$ cat config.mk
export PLATFORM = sky130hd
export DESIGN_NAME = clipped_alpha_sprite_blitter_core_flat
export DESIGN_NICKNAME = d
export VERILOG_FILES = /design/src/sv/csab_pkg.sv /design/src/sv/csab_tex_if.sv /design/src/sv/csab_pix_if.sv /design/src/sv/clipped_alpha_sprite_blitter_core.sv /design/src/flat_wrapper.sv
export SDC_FILE = /design/constraint.sdc
export NUM_CORES = 1
export LEC_CHECK = 0
export BUFFER_PORTS_ARGS = -buffer_cell sky130_fd_sc_hd__buf_2
export CORE_UTILIZATION = 64
export DETAILED_ROUTE_END_ITERATION = 10
export PLACE_DENSITY = 0.84
export SLEW_MARGIN = 25
export SYNTH_ARGS = -nofsm -noshare
export SYNTH_HDL_FRONTEND = slang
export SYNTH_SLANG_ARGS = --single-unit
export TNS_END_PERCENT = 50
$ cat constraint.sdc
create_clock -name clk -period 9.7 [get_ports clk]
set_clock_uncertainty 0.2 [all_clocks]
set_input_delay 1.94 -clock clk [delete_from_list [all_inputs] [get_ports clk]]
set_output_delay 1.94 -clock clk [all_outputs]
set_load 0.02 [all_outputs]
$ cat src/sv/csab_pkg.sv
`default_nettype none
package csab_pkg;

  localparam int MAX_DIM_DEFAULT = 4096;

  localparam int CFG_W = 13;
  localparam int CHAN_W = 8;
  localparam int IDX_W = 24;
  localparam int CFG_IDX_W = 3;
  localparam int BLEND_SHIFT = 8;

  localparam logic [CHAN_W-1:0] ALPHA_OPAQUE = 8'd255;
  localparam logic [CHAN_W-1:0] ALPHA_CLEAR = 8'd0;

  localparam logic [CFG_W-1:0] SCREEN_WIDTH_RST = 13'd1024;
  localparam logic [CFG_W-1:0] SCREEN_HEIGHT_RST = 13'd768;
  localparam logic [CFG_W-1:0] FRAME_WIDTH_RST = 13'd64;
  localparam logic [CFG_W-1:0] FRAME_HEIGHT_RST = 13'd64;
  localparam logic [CFG_W-1:0] ORIGIN_RST = 13'd0;

  typedef enum logic [CFG_IDX_W-1:0] {
    REG_SCREEN_WIDTH  = 3'd0,
    REG_SCREEN_HEIGHT = 3'd1,
    REG_FRAME_WIDTH   = 3'd2,
    REG_FRAME_HEIGHT  = 3'd3,
    REG_ORIGIN_X      = 3'd4,
    REG_ORIGIN_Y      = 3'd5
  } cfg_reg_t;

  // dst + ((alpha * (src - dst)) >>> 8), wrapped to 8 bits
  function automatic logic [CHAN_W-1:0] blend(input logic [CHAN_W-1:0] src,
                                              input logic [CHAN_W-1:0] dst,
                                              input logic [CHAN_W-1:0] alpha);
    logic signed [CHAN_W:0] diff;
    logic signed [2*CHAN_W+1:0] prod;
    logic signed [2*CHAN_W+1:0] shifted;
    diff = $signed({1'b0, src}) - $signed({1'b0, dst});
    prod = $signed({1'b0, alpha}) * diff;
    shifted = prod >>> BLEND_SHIFT;
    return dst + shifted[CHAN_W-1:0];
  endfunction

endpackage
`default_nettype wire

$ cat src/sv/csab_tex_if.sv
`default_nettype none
interface csab_tex_if;
  logic valid;
  logic ready;
  logic [csab_pkg::CHAN_W-1:0] tex_blue;
  logic [csab_pkg::CHAN_W-1:0] tex_green;
  logic [csab_pkg::CHAN_W-1:0] tex_red;
  logic [csab_pkg::CHAN_W-1:0] tex_alpha;
  logic [csab_pkg::CHAN_W-1:0] dst_blue;
  logic [csab_pkg::CHAN_W-1:0] dst_green;
  logic [csab_pkg::CHAN_W-1:0] dst_red;

  modport source (
    output valid, tex_blue, tex_green, tex_red, tex_alpha, dst_blue, dst_green, dst_red,
    input  ready
  );
  modport sink (
    input  valid, tex_blue, tex_green, tex_red, tex_alpha, dst_blue, dst_green, dst_red,
    output ready
  );
endinterface
`default_nettype wire

$ cat src/sv/csab_pix_if.sv
`default_nettype none
interface csab_pix_if;
  logic valid;
  logic ready;
  logic write_enable;
  logic [csab_pkg::IDX_W-1:0] pixel_index;
  logic [csab_pkg::CHAN_W-1:0] out_blue;
  logic [csab_pkg::CHAN_W-1:0] out_green;
  logic [csab_pkg::CHAN_W-1:0] out_red;
  logic frame_done;

  modport source (
    output valid, write_enable, pixel_index, out_blue, out_green, out_red, frame_done,
    input  ready
  );
  modport sink (
    input  valid, write_enable, pixel_index, out_blue, out_green, out_red, frame_done,
    output ready
  );
endinterface
`default_nettype wire

$ cat src/sv/clipped_alpha_sprite_blitter_core.sv
// Sprite blitter: blends one sprite frame onto the screen, one texel per clock while pix is not stalled.
// tex channel (valid/ready): one texel of the frame in raster order, with the
//   screen colour currently at its position.
// pix channel (valid/ready): one pixel transaction per texel: write enable,
//   screen pixel index, colour to write, and a flag on the frame's last texel.
// cfg port: write enable, register index, 13-bit data; the user must write it only while idle (not enforced).
// Pipeline: a texel taken on tex passes a position/clip register, then the
//   multiply-and-blend result register, whose contents are offered on pix.
// Throughput: one texel per clock unless pix stalls, set by the two-register
//   pipeline; the pix output register holds a finished result while the
//   next texel enters.
// Stall: when pix.ready is low the output register holds, the position stage
//   fills, and tex.ready drops until the output is taken.
// Reset: pipeline empty, column and row counts zero, registers at their
//   defaults (1024 x 768 screen, 64 x 64 frame, origin 0,0).
`default_nettype none
module clipped_alpha_sprite_blitter_core #(
  parameter int MAX_DIM = csab_pkg::MAX_DIM_DEFAULT
) (
  input  wire logic                            clk,
  input  wire logic                            rst,
  input  wire logic                            cfg_we,
  input  wire logic [csab_pkg::CFG_IDX_W-1:0]  cfg_index,
  input  wire logic [csab_pkg::CFG_W-1:0]      cfg_data,
  csab_tex_if.sink                             tex,
  csab_pix_if.source                           pix
);

  localparam int CFG_W = csab_pkg::CFG_W;
  localparam int CHAN_W = csab_pkg::CHAN_W;
  localparam int IDX_W = csab_pkg::IDX_W;
  localparam int CW = $clog2(MAX_DIM);
  localparam int DW = (CW + 1 > CFG_W) ? CW + 1 : CFG_W;
  localparam int XW = DW + 1;
  localparam int PW = DW + CFG_W;
  localparam logic [DW-1:0] MAX_DIM_D = DW'(MAX_DIM);

  // configuration
  logic [CFG_W-1:0] screen_width;
  logic [CFG_W-1:0] screen_height;
  logic [CFG_W-1:0] frame_width;
  logic [CFG_W-1:0] frame_height;
  logic [CFG_W-1:0] origin_x;
  logic [CFG_W-1:0] origin_y;

  always_ff @(posedge clk) begin
    if (rst) begin
      screen_width  <= csab_pkg::SCREEN_WIDTH_RST;
      screen_height <= csab_pkg::SCREEN_HEIGHT_RST;
      frame_width   <= csab_pkg::FRAME_WIDTH_RST;
      frame_height  <= csab_pkg::FRAME_HEIGHT_RST;
      origin_x      <= csab_pkg::ORIGIN_RST;
      origin_y      <= csab_pkg::ORIGIN_RST;
    end else if (cfg_we) begin
      case (cfg_index)
        csab_pkg::REG_SCREEN_WIDTH:  screen_width  <= cfg_data;
        csab_pkg::REG_SCREEN_HEIGHT: screen_height <= cfg_data;
        csab_pkg::REG_FRAME_WIDTH:   frame_width   <= cfg_data;
        csab_pkg::REG_FRAME_HEIGHT:  frame_height  <= cfg_data;
        csab_pkg::REG_ORIGIN_X:      origin_x      <= cfg_data;
        csab_pkg::REG_ORIGIN_Y:      origin_y      <= cfg_data;
        default: ;
      endcase
    end
  end

  // handshake
  logic s1_valid;
  logic s1_valid_next;
  logic o_valid;
  logic o_valid_next;
  logic tex_acc;
  logic advance;

  assign advance = s1_valid && (!o_valid || pix.ready);
  assign tex.ready = !s1_valid || advance;
  assign tex_acc = tex.valid && tex.ready;

  always_comb begin
    s1_valid_next = s1_valid;
    if (tex_acc) begin
      s1_valid_next = 1'b1;
    end else if (advance) begin
      s1_valid_next = 1'b0;
    end
    o_valid_next = o_valid;
    if (advance) begin
      o_valid_next = 1'b1;
    end else if (pix.ready) begin
      o_valid_next = 1'b0;
    end
  end

  // frame position
  logic [CW-1:0] col_count;
  logic [CW-1:0] row_count;
  logic [CW-1:0] col_count_next;
  logic [CW-1:0] row_count_next;
  logic [DW-1:0] fw_eff;
  logic [DW-1:0] fh_eff;
  logic          line_end;
  logic          done;
  logic signed [XW-1:0] pos_x;
  logic signed [XW-1:0] pos_y;
  logic          on_screen;

  always_comb begin
    fw_eff = DW'(frame_width);
    if (frame_width == '0) begin
      fw_eff = DW'(1);
    end else if (fw_eff > MAX_DIM_D) begin
      fw_eff = MAX_DIM_D;
    end
    fh_eff = DW'(frame_height);
    if (frame_height == '0) begin
      fh_eff = DW'(1);
    end else if (fh_eff > MAX_DIM_D) begin
      fh_eff = MAX_DIM_D;
    end
  end

  assign line_end = (DW'(col_count) + DW'(1)) >= fw_eff;
  assign done = line_end && ((DW'(row_count) + DW'(1)) >= fh_eff);

  assign pos_x = $signed({{(XW-CFG_W){origin_x[CFG_W-1]}}, origin_x})
               + $signed({{(XW-CW){1'b0}}, col_count});
  assign pos_y = $signed({{(XW-CFG_W){origin_y[CFG_W-1]}}, origin_y})
               + $signed({{(XW-CW){1'b0}}, row_count});
  assign on_screen = !pos_x[XW-1] && !pos_y[XW-1]
               && (pos_x[XW-2:0] < (XW-1)'(screen_width))
               && (pos_y[XW-2:0] < (XW-1)'(screen_height));

  always_comb begin
    col_count_next = col_count + CW'(1);
    row_count_next = row_count;
    if (done) begin
      col_count_next = '0;
      row_count_next = '0;
    end else if (line_end) begin
      col_count_next = '0;
      row_count_next = row_count + CW'(1);
    end
  end

  always_ff @(posedge clk) begin
    if (rst) begin
      col_count <= '0;
      row_count <= '0;
    end else if (tex_acc) begin
      col_count <= col_count_next;
      row_count <= row_count_next;
    end
  end

  // stage 1: texel, clip result and screen position
  logic [CHAN_W-1:0] s1_tex_blue;
  logic [CHAN_W-1:0] s1_tex_green;
  logic [CHAN_W-1:0] s1_tex_red;
  logic [CHAN_W-1:0] s1_tex_alpha;
  logic [CHAN_W-1:0] s1_dst_blue;
  logic [CHAN_W-1:0] s1_dst_green;
  logic [CHAN_W-1:0] s1_dst_red;
  logic              s1_inside;
  logic              s1_done;
  logic [XW-2:0]     s1_x;
  logic [XW-2:0]     s1_y;

  always_ff @(posedge clk) begin
    if (rst) begin
      s1_valid <= 1'b0;
    end else begin
      s1_valid <= s1_valid_next;
    end
  end

  always_ff @(posedge clk) begin
    if (tex_acc) begin
      s1_tex_blue  <= tex.tex_blue;
      s1_tex_green <= tex.tex_green;
      s1_tex_red   <= tex.tex_red;
      s1_tex_alpha <= tex.tex_alpha;
      s1_dst_blue  <= tex.dst_blue;
      s1_dst_green <= tex.dst_green;
      s1_dst_red   <= tex.dst_red;
      s1_inside    <= on_screen;
      s1_done      <= done;
      s1_x         <= pos_x[XW-2:0];
      s1_y         <= pos_y[XW-2:0];
    end
  end

  // stage 2: pixel index and blend
  logic [PW-1:0]     index_full;
  logic              we_next;
  logic [IDX_W-1:0]  index_next;
  logic [CHAN_W-1:0] blue_next;
  logic [CHAN_W-1:0] green_next;
  logic [CHAN_W-1:0] red_next;

  assign index_full = PW'(s1_y) * PW'(screen_width) + PW'(s1_x);

  always_comb begin
    we_next    = 1'b0;
    index_next = '0;
    blue_next  = s1_dst_blue;
    green_next = s1_dst_green;
    red_next   = s1_dst_red;
    if (s1_inside) begin
      index_next = index_full[IDX_W-1:0];
      if (s1_tex_alpha == csab_pkg::ALPHA_OPAQUE) begin
        we_next    = 1'b1;
        blue_next  = s1_tex_blue;
        green_next = s1_tex_green;
        red_next   = s1_tex_red;
      end else if (s1_tex_alpha != csab_pkg::ALPHA_CLEAR) begin
        we_next    = 1'b1;
        blue_next  = csab_pkg::blend(s1_tex_blue, s1_dst_blue, s1_tex_alpha);
        green_next = csab_pkg::blend(s1_tex_green, s1_dst_green, s1_tex_alpha);
        red_next   = csab_pkg::blend(s1_tex_red, s1_dst_red, s1_tex_alpha);
      end
    end
  end

  logic              o_write_enable;
  logic [IDX_W-1:0]  o_pixel_index;
  logic [CHAN_W-1:0] o_blue;
  logic [CHAN_W-1:0] o_green;
  logic [CHAN_W-1:0] o_red;
  logic              o_frame_done;

  always_ff @(posedge clk) begin
    if (rst) begin
      o_valid <= 1'b0;
    end else begin
      o_valid <= o_valid_next;
    end
  end

  always_ff @(posedge clk) begin
    if (advance) begin
      o_write_enable <= we_next;
      o_pixel_index  <= index_next;
      o_blue         <= blue_next;
      o_green        <= green_next;
      o_red          <= red_next;
      o_frame_done   <= s1_done;
    end
  end

  assign pix.valid        = o_valid;
  assign pix.write_enable = o_write_enable;
  assign pix.pixel_index  = o_pixel_index;
  assign pix.out_blue     = o_blue;
  assign pix.out_green    = o_green;
  assign pix.out_red      = o_red;
  assign pix.frame_done   = o_frame_done;

endmodule
`default_nettype wire
$ cat src/flat_wrapper.sv
// flat-port wrapper written by rule: the top's interface ports become plain ports
module clipped_alpha_sprite_blitter_core_flat 
#(
  parameter int MAX_DIM = csab_pkg::MAX_DIM_DEFAULT
)
  (clk, rst, cfg_we, cfg_index, cfg_data, tex_valid, tex_tex_blue, tex_tex_green, tex_tex_red, tex_tex_alpha, tex_dst_blue, tex_dst_green, tex_dst_red, tex_ready, pix_valid, pix_write_enable, pix_pixel_index, pix_out_blue, pix_out_green, pix_out_red, pix_frame_done, pix_ready);
  csab_tex_if tex_i ();
  csab_pix_if pix_i ();
  input  wire logic clk;
  input  wire logic rst;
  input  wire logic cfg_we;
  input  wire logic [csab_pkg::CFG_IDX_W-1:0] cfg_index;
  input  wire logic [csab_pkg::CFG_W-1:0] cfg_data;
  input wire logic [$bits(tex_i.valid)-1:0] tex_valid;
  input wire logic [$bits(tex_i.tex_blue)-1:0] tex_tex_blue;
  input wire logic [$bits(tex_i.tex_green)-1:0] tex_tex_green;
  input wire logic [$bits(tex_i.tex_red)-1:0] tex_tex_red;
  input wire logic [$bits(tex_i.tex_alpha)-1:0] tex_tex_alpha;
  input wire logic [$bits(tex_i.dst_blue)-1:0] tex_dst_blue;
  input wire logic [$bits(tex_i.dst_green)-1:0] tex_dst_green;
  input wire logic [$bits(tex_i.dst_red)-1:0] tex_dst_red;
  output wire logic [$bits(tex_i.ready)-1:0] tex_ready;
  output wire logic [$bits(pix_i.valid)-1:0] pix_valid;
  output wire logic [$bits(pix_i.write_enable)-1:0] pix_write_enable;
  output wire logic [$bits(pix_i.pixel_index)-1:0] pix_pixel_index;
  output wire logic [$bits(pix_i.out_blue)-1:0] pix_out_blue;
  output wire logic [$bits(pix_i.out_green)-1:0] pix_out_green;
  output wire logic [$bits(pix_i.out_red)-1:0] pix_out_red;
  output wire logic [$bits(pix_i.frame_done)-1:0] pix_frame_done;
  input wire logic [$bits(pix_i.ready)-1:0] pix_ready;
  assign tex_i.valid = tex_valid;
  assign tex_i.tex_blue = tex_tex_blue;
  assign tex_i.tex_green = tex_tex_green;
  assign tex_i.tex_red = tex_tex_red;
  assign tex_i.tex_alpha = tex_tex_alpha;
  assign tex_i.dst_blue = tex_dst_blue;
  assign tex_i.dst_green = tex_dst_green;
  assign tex_i.dst_red = tex_dst_red;
  assign tex_ready = tex_i.ready;
  assign pix_valid = pix_i.valid;
  assign pix_write_enable = pix_i.write_enable;
  assign pix_pixel_index = pix_i.pixel_index;
  assign pix_out_blue = pix_i.out_blue;
  assign pix_out_green = pix_i.out_green;
  assign pix_out_red = pix_i.out_red;
  assign pix_frame_done = pix_i.frame_done;
  assign pix_i.ready = pix_ready;
  clipped_alpha_sprite_blitter_core #(.MAX_DIM(MAX_DIM)) u_core (.clk(clk), .rst(rst), .cfg_we(cfg_we), .cfg_index(cfg_index), .cfg_data(cfg_data), .tex(tex_i), .pix(pix_i));
endmodule
# After elaboration in Yosys (flattened, before gate mapping)
# Cells that the tools add are included.
# op_classes
addsub	13
n_mul	4
eq_ne	6
n_reduce_logical	26
n_mux	23
shifts	0
div	0
magnitude_cmp	6
bitwise	0
# ops
op	count
$mux 8	9
$mux 13	4
$mul 9x9->16	3
$mux 12	4
$add 13x13->14	2
$sub 8x8->9	3
$add 12x1->13 const B	2
$ge 13x13->1	2
$gt 13x13->1 const B	2
$logic_not 13->1	2
$lt 13x13->1	2
$add 12x1->12 const B	2
$add 24x13->24	1
$add 8x8->8	3
$mul 13x13->24	1
$reduce_and 2->1	7
$eq 8x8->1 const B	1
$reduce_bool 8->1	1
$eq 3x2->1 const B	2
$eq 3x3->1 const B	2
$logic_and 1x1->1	6
$mux 1	6
$reduce_bool 2->1	3
$logic_not 1->1	4
3 further kinds	4
# totals
mem_bits_ro	0
out_inout_bits	52
inputBits	77
latchBits	0
ram_bits	0
memories	0
register_bits	238
word_cells	105

# Longest topological paths before layout
# depth
depth_word	7
ltp_mapped	38
depth_no_buf	38

# Least setup slack after synthesis
# No wires, ideal clock.
# synth_path
kind	register to register
from	register u_core.s1_dst_blue[1]
to	register u_core.o_blue[7] (netlist: u_core.pix.out_blue[7]) (data pin)
period_less_slack_ns	8.380
t_required_ns	9.231
t_arrival_ns	7.911
setup_ns	0.269
path_slack_ns	1.320
n_path_buf	0
path_stages_with_launch	38
path_cell_list	edfxtp_1 > inv_1 > ha_1 > nor2b_1 > o21ai_0 > a21boi_0 > o21a_1 > nor2_1 > o21bai_1 > a21oi_1 > xnor2_1 > nand2_1 > fa_1 > fa_1 > inv_1 > fa_1 > fa_1 > inv_1 > [2 not listed] > ha_1 > a21oi_1 > nand2_1 > a31oi_1 > o21bai_2 > a21o_1 > a21oi_1 > xnor2_1 > ha_1 > and3_1 > a2111o_1 > a21o_1 > a21oi_1 > xnor2_1 > xnor2_1 > xnor2_1 > o221ai_1 > o31ai_1
# synth_between
elab_chain_cells	6
# synth_rtl
element	line	rtl
from (decl)	clipped_alpha_sprite_blitter_core.sv:160	logic [CHAN_W-1:0] s1_dst_blue;
from (signal assigned)	clipped_alpha_sprite_blitter_core.sv:182	s1_dst_blue <= tex.dst_blue;
$sub 8x8->9	csab_pkg.sv:37	diff = $signed({1'b0, src}) - $signed({1'b0, dst});
$mul 9x9->16	csab_pkg.sv:38	prod = $signed({1'b0, alpha}) * diff;
$add 8x8->8 *	csab_pkg.sv:40	return dst + shifted[CHAN_W-1:0];
$mux 8 *	clipped_alpha_sprite_blitter_core.sv:215	end else if (s1_tex_alpha != csab_pkg::ALPHA_CLEAR) begin
$mux 8 *	clipped_alpha_sprite_blitter_core.sv:210	if (s1_tex_alpha == csab_pkg::ALPHA_OPAQUE) begin
$mux 8 *	clipped_alpha_sprite_blitter_core.sv:208	if (s1_inside) begin
net u_core.blue_next[7]	clipped_alpha_sprite_blitter_core.sv:196	logic [CHAN_W-1:0] blue_next;
to (signal assigned)	clipped_alpha_sprite_blitter_core.sv:243	o_blue <= blue_next;
to (decl)	clipped_alpha_sprite_blitter_core.sv:226	logic [CHAN_W-1:0] o_blue;
# The timed path passes the listed nets; every way through them passes the cells marked *.
# A chain may end at the register's enable or synchronous reset.

# Final worst setup path
# Same ends and word-level chain as after synthesis.

==> impl_metrics.py <==
metrics = {
    "global_routing": {
        "first_global_vias": 20512,
        "grt_max_degree": 108,
        "grt_pass1_wl_microns": 100200,
        "antenna_found_initial": 0,
        "grtUsageTotal": 0.3193,
        "overflow": 0,
    },
    "routing": {
        "drtAntennaViolNets": 0,
        "wl_microns": 61320,
        "drtPass1Iterations": 6,
        "wl_per_cell_microns": 18.66,
        "viasPerCell": 5.935,
        "drc_errors": 0,
        "drt-initial-drc-count": 1468,
        "dr_wl_met2_microns": 30400,
        "num_vias": 19509,
        "wl_met1_microns": 22960,
        "met3_length_microns": 4663,
        "dr.max_layer_used": "met4",
    },
    "sta": {
        "slew-limit-headroom": 0.3153,
        "finalMaxSlewViolations": 0,
        "fin_tns_setup_ps": 0,
        "timing.final.crit_share": 0.9570,
        "post-route-min-period_ps": 9283,
        "setup_viol": 0,
        "grt_setup_unrepaired": "no",
        "timing.final.hold_violations": 0,
        "fmax_mhz": 107.7,
        "tightest_slew_ps": 1025,
    },
    "logic_synthesis": {
        "postSynth.asyncResetShare": 0,
        "synth_nets": 3328,
        "ys_warn_count": 0,
        "synth_ff_type": "edfxtp_1",
        "synthCells": 2665,
        "syn_area_sq_um": 24990,
        "yosysTopAreaCell": "fa_1",
        "synth_area_leaders": "fa_1, ha_1, edfxtp_1",
        "syn_avg_cell_area_sq_um": 9.377,
        "ys_types": 73,
        "synth-seq-area-share": 0.2443,
        "synth-edff-count": 134,
        "netlist.area_leader.share": 0.2107,
        "ys_seq_elements": 238,
    },
    "pwr": {
        "clkPwrFrac": 0.113,
        "combPwrFrac": 0.745,
        "p_sw_w": 0.004581,
        "power_density_nw_per_um2": 366.8,
        "static-leakage-power_nw": 12.90,
        "power_switching_share": 0.4616,
        "peakVddDrop_uv": 394.0,
        "seq_power_share": 0.142,
        "fin_total_pwr_w": 0.009924,
        "p_int_w": 0.005342,
    },
    "layout": {
        "final_util": 0.7017,
        "num-nets-final": 3409,
        "antenna_cells": 0,
        "area_delta_synth_final_pct": 8.267,
        "drive_gt1_frac": 0.08090,
        "stdcell_count": 3287,
    },
    "setup_path": {
        "cp_slowest_stage_delay_ps": 550,
        "slowest_stage": "fa_1",
        "startpoint_type": "flop",
        "cp_common_cell": "fa_1",
        "crit_fanout": 8,
        "arrival_ps": 9390,
        "required_ps": 9810,
        "cp-end-kind": "flop",
        "path_class": "flop to flop",
    },
    "floorplan": {
        "start_util": 0.6481,
        "die_w_microns": 199.6,
        "dieArea_sq_um": 39840,
        "core_sq_um": 38560,
        "fp-row-count": 72,
        "fp.dieH_microns": 199.6,
        "io_pins": 129,
    },
    "placed_design": {
        "io_buffers": 128,
        "dpl.cell_count": 3233,
        "dp_hpwl_microns": 45550,
        "place_congestion": 0.9281,
    },
    "clock_network": {
        "htree_levels": 1,
        "clk_pin_slew_ps": 70,
        "cts_setup_buffers": 0,
        "insertion_delay_ps": 590,
        "cts_buffer_depth": 3,
        "clockRootBuffer": "clkbuf_16",
        "tritoncts": "done",
        "cts_made_buffers": 29,
        "cts.sinks": 238,
    },
    "min_path": {
        "holdCritPathClass": "flop to flop",
    },
    "status": {
        "status": "finished, final reports clean",
    },
    "flow_run": {
        "maxCapViolCount": 0,
    },
}
==> state kept, by name (all words and copies together), names as in the netlist, 8 cells and up <==
register,flops
u_core.pix.out_red,8
u_core.pix.out_blue,8
u_core.s1_y,13
u_core.s1_tex_green,8
u_core.screen_height,13
u_core.pix.pixel_index,24
u_core.s1_dst_blue,8
u_core.s1_tex_alpha,8
u_core.s1_x,13
u_core.screen_width,13
u_core.s1_tex_red,8
u_core.s1_tex_blue,8
u_core.s1_dst_green,8
u_core.frame_height,13
u_core.col_count,12
u_core.row_count,12
u_core.frame_width,13
u_core.origin_x,13
u_core.origin_y,13
u_core.pix.out_green,8
u_core.s1_dst_red,8
==> area by class of cell <==
class	instances	area, sq um
clock buffer	40	840.8
inverter	349	1311
clock inverter	14	133.9
timing repair buffer	145	772.0
sequential	238	6106
tap	518	648.1
fill	2824	11500
multi-input combinational	1983	17240
==> stage by stage <==
stage	instance area [sq um]	setup WS [ps]	hold WS (ps)
finish	27050	417.1	224.7
detailed placement	26060	468.3	213.3
global route	27050	10.09	236.3
global placement	26060	880.7	213.6
CTS	27040	441.3	228.3
floorplan	24990	1320	200.3
==> power by group through the flow <==
stage	registers, W	clock network (W)	logic [W]
2_1_floorplan	0.00148	0	0.00566
3_3_place_gp	0.00143	0	0.00676
3_5_place_dp	0.00143	0	0.00721
4_1_cts	0.00141	0.00112	0.00733
5_1_grt	0.00142	0.00117	0.00819
6_report	0.00141	0.00112	0.00739
==> worst paths after layout <==
kind | endpoint | slack (ps) | startpoint | depth (start not counted)
setup / recovery | u_core.pix.out_blue[7]$_DFFE_PP_ | 420 | u_core.s1_dst_blue[1]$_DFFE_PP_ | 37
hold / removal | u_core.pix.frame_done$_DFFE_PP_ | 220 | u_core.s1_done$_DFFE_PP_ | 0
setup reg to reg | u_core.pix.out_blue[7]$_DFFE_PP_ | 420 | u_core.s1_dst_blue[1]$_DFFE_PP_ | 37
hold reg to reg | u_core.pix.frame_done$_DFFE_PP_ | 220 | u_core.s1_done$_DFFE_PP_ | 0
==> critical path, delay by kind of cell, from the launching register on <==
family          cells  cell delay (ps)
flops               1              470
buf+inv             4              250
fa+ha+maj           8             3560
compound gates     15             3030
xor+xnor            5              800
simple gates        5              640
==> metal layers <==
layer  track usage  vias to the layer above
li1              -                     8909
met1        0.3766                     9505
met2        0.5559                      865
met3       0.05333                      230
met4        0.1699                        0
met5             0                        -
==> cell families after synthesis <==
group / synth area share
adder cells (fa/ha/maj): 0.3724
AO/OA/AOI/OAI: 0.1005
XOR/XNOR: 0.04616
buffers and inverters: 0.06674
flip-flops: 0.2443
multiplexers: 0.0004006
AND/OR/NAND/NOR: 0.1694
==> synth_stat cells, types with 4 or more instances <==
| cell | number |
|---|---|
| nand4_1 | 7 |
| inv_1 | 347 |
| o21ai_0 | 43 |
| o21ai_1 | 4 |
| xor2_1 | 43 |
| a21o_1 | 35 |
| o21a_1 | 28 |
| o31ai_1 | 17 |
| a211oi_1 | 5 |
| nand3b_1 | 8 |
| a21boi_0 | 5 |
| fa_1 | 263 |
| nor3_1 | 20 |
| and2_1 | 171 |
| o21bai_1 | 11 |
| nor2_1 | 120 |
| dfxtp_1 | 104 |
| or3_1 | 7 |
| ha_1 | 323 |
| a22oi_1 | 13 |
| nand2_1 | 368 |
| a31oi_1 | 9 |
| nand2b_1 | 57 |
| clkbuf_1 | 91 |
| a211o_1 | 5 |
| edfxtp_1 | 134 |
| or2_2 | 9 |
| nor2b_1 | 30 |
| nor4_1 | 7 |
| and3_1 | 28 |
| o22ai_1 | 23 |
| xnor2_1 | 85 |
| a22o_1 | 9 |
| a21oi_1 | 159 |
| nand3_1 | 22 |
==> cells in the final DEF (no fill, tap or decap), drive strengths merged, types with 30 or more instances in the layout <==
cell type  instances
nand2            369
inv              352
ha               323
fa               263
and2             172
a21oi            159
buf              145
edfxtp           134
nor2             120
dfxtp            104
xnor2             87
nand2b            57
o21ai             47
xor2              43
clkbuf            40
a21o              35
nor2b             30
==> repair_timing <==
action,CTS,global route
hold buffers,0,0
endpoints found under the setup margin,0,2
resized for setup,0,2
No activity file was read; power rests on OpenSTA's default activity.
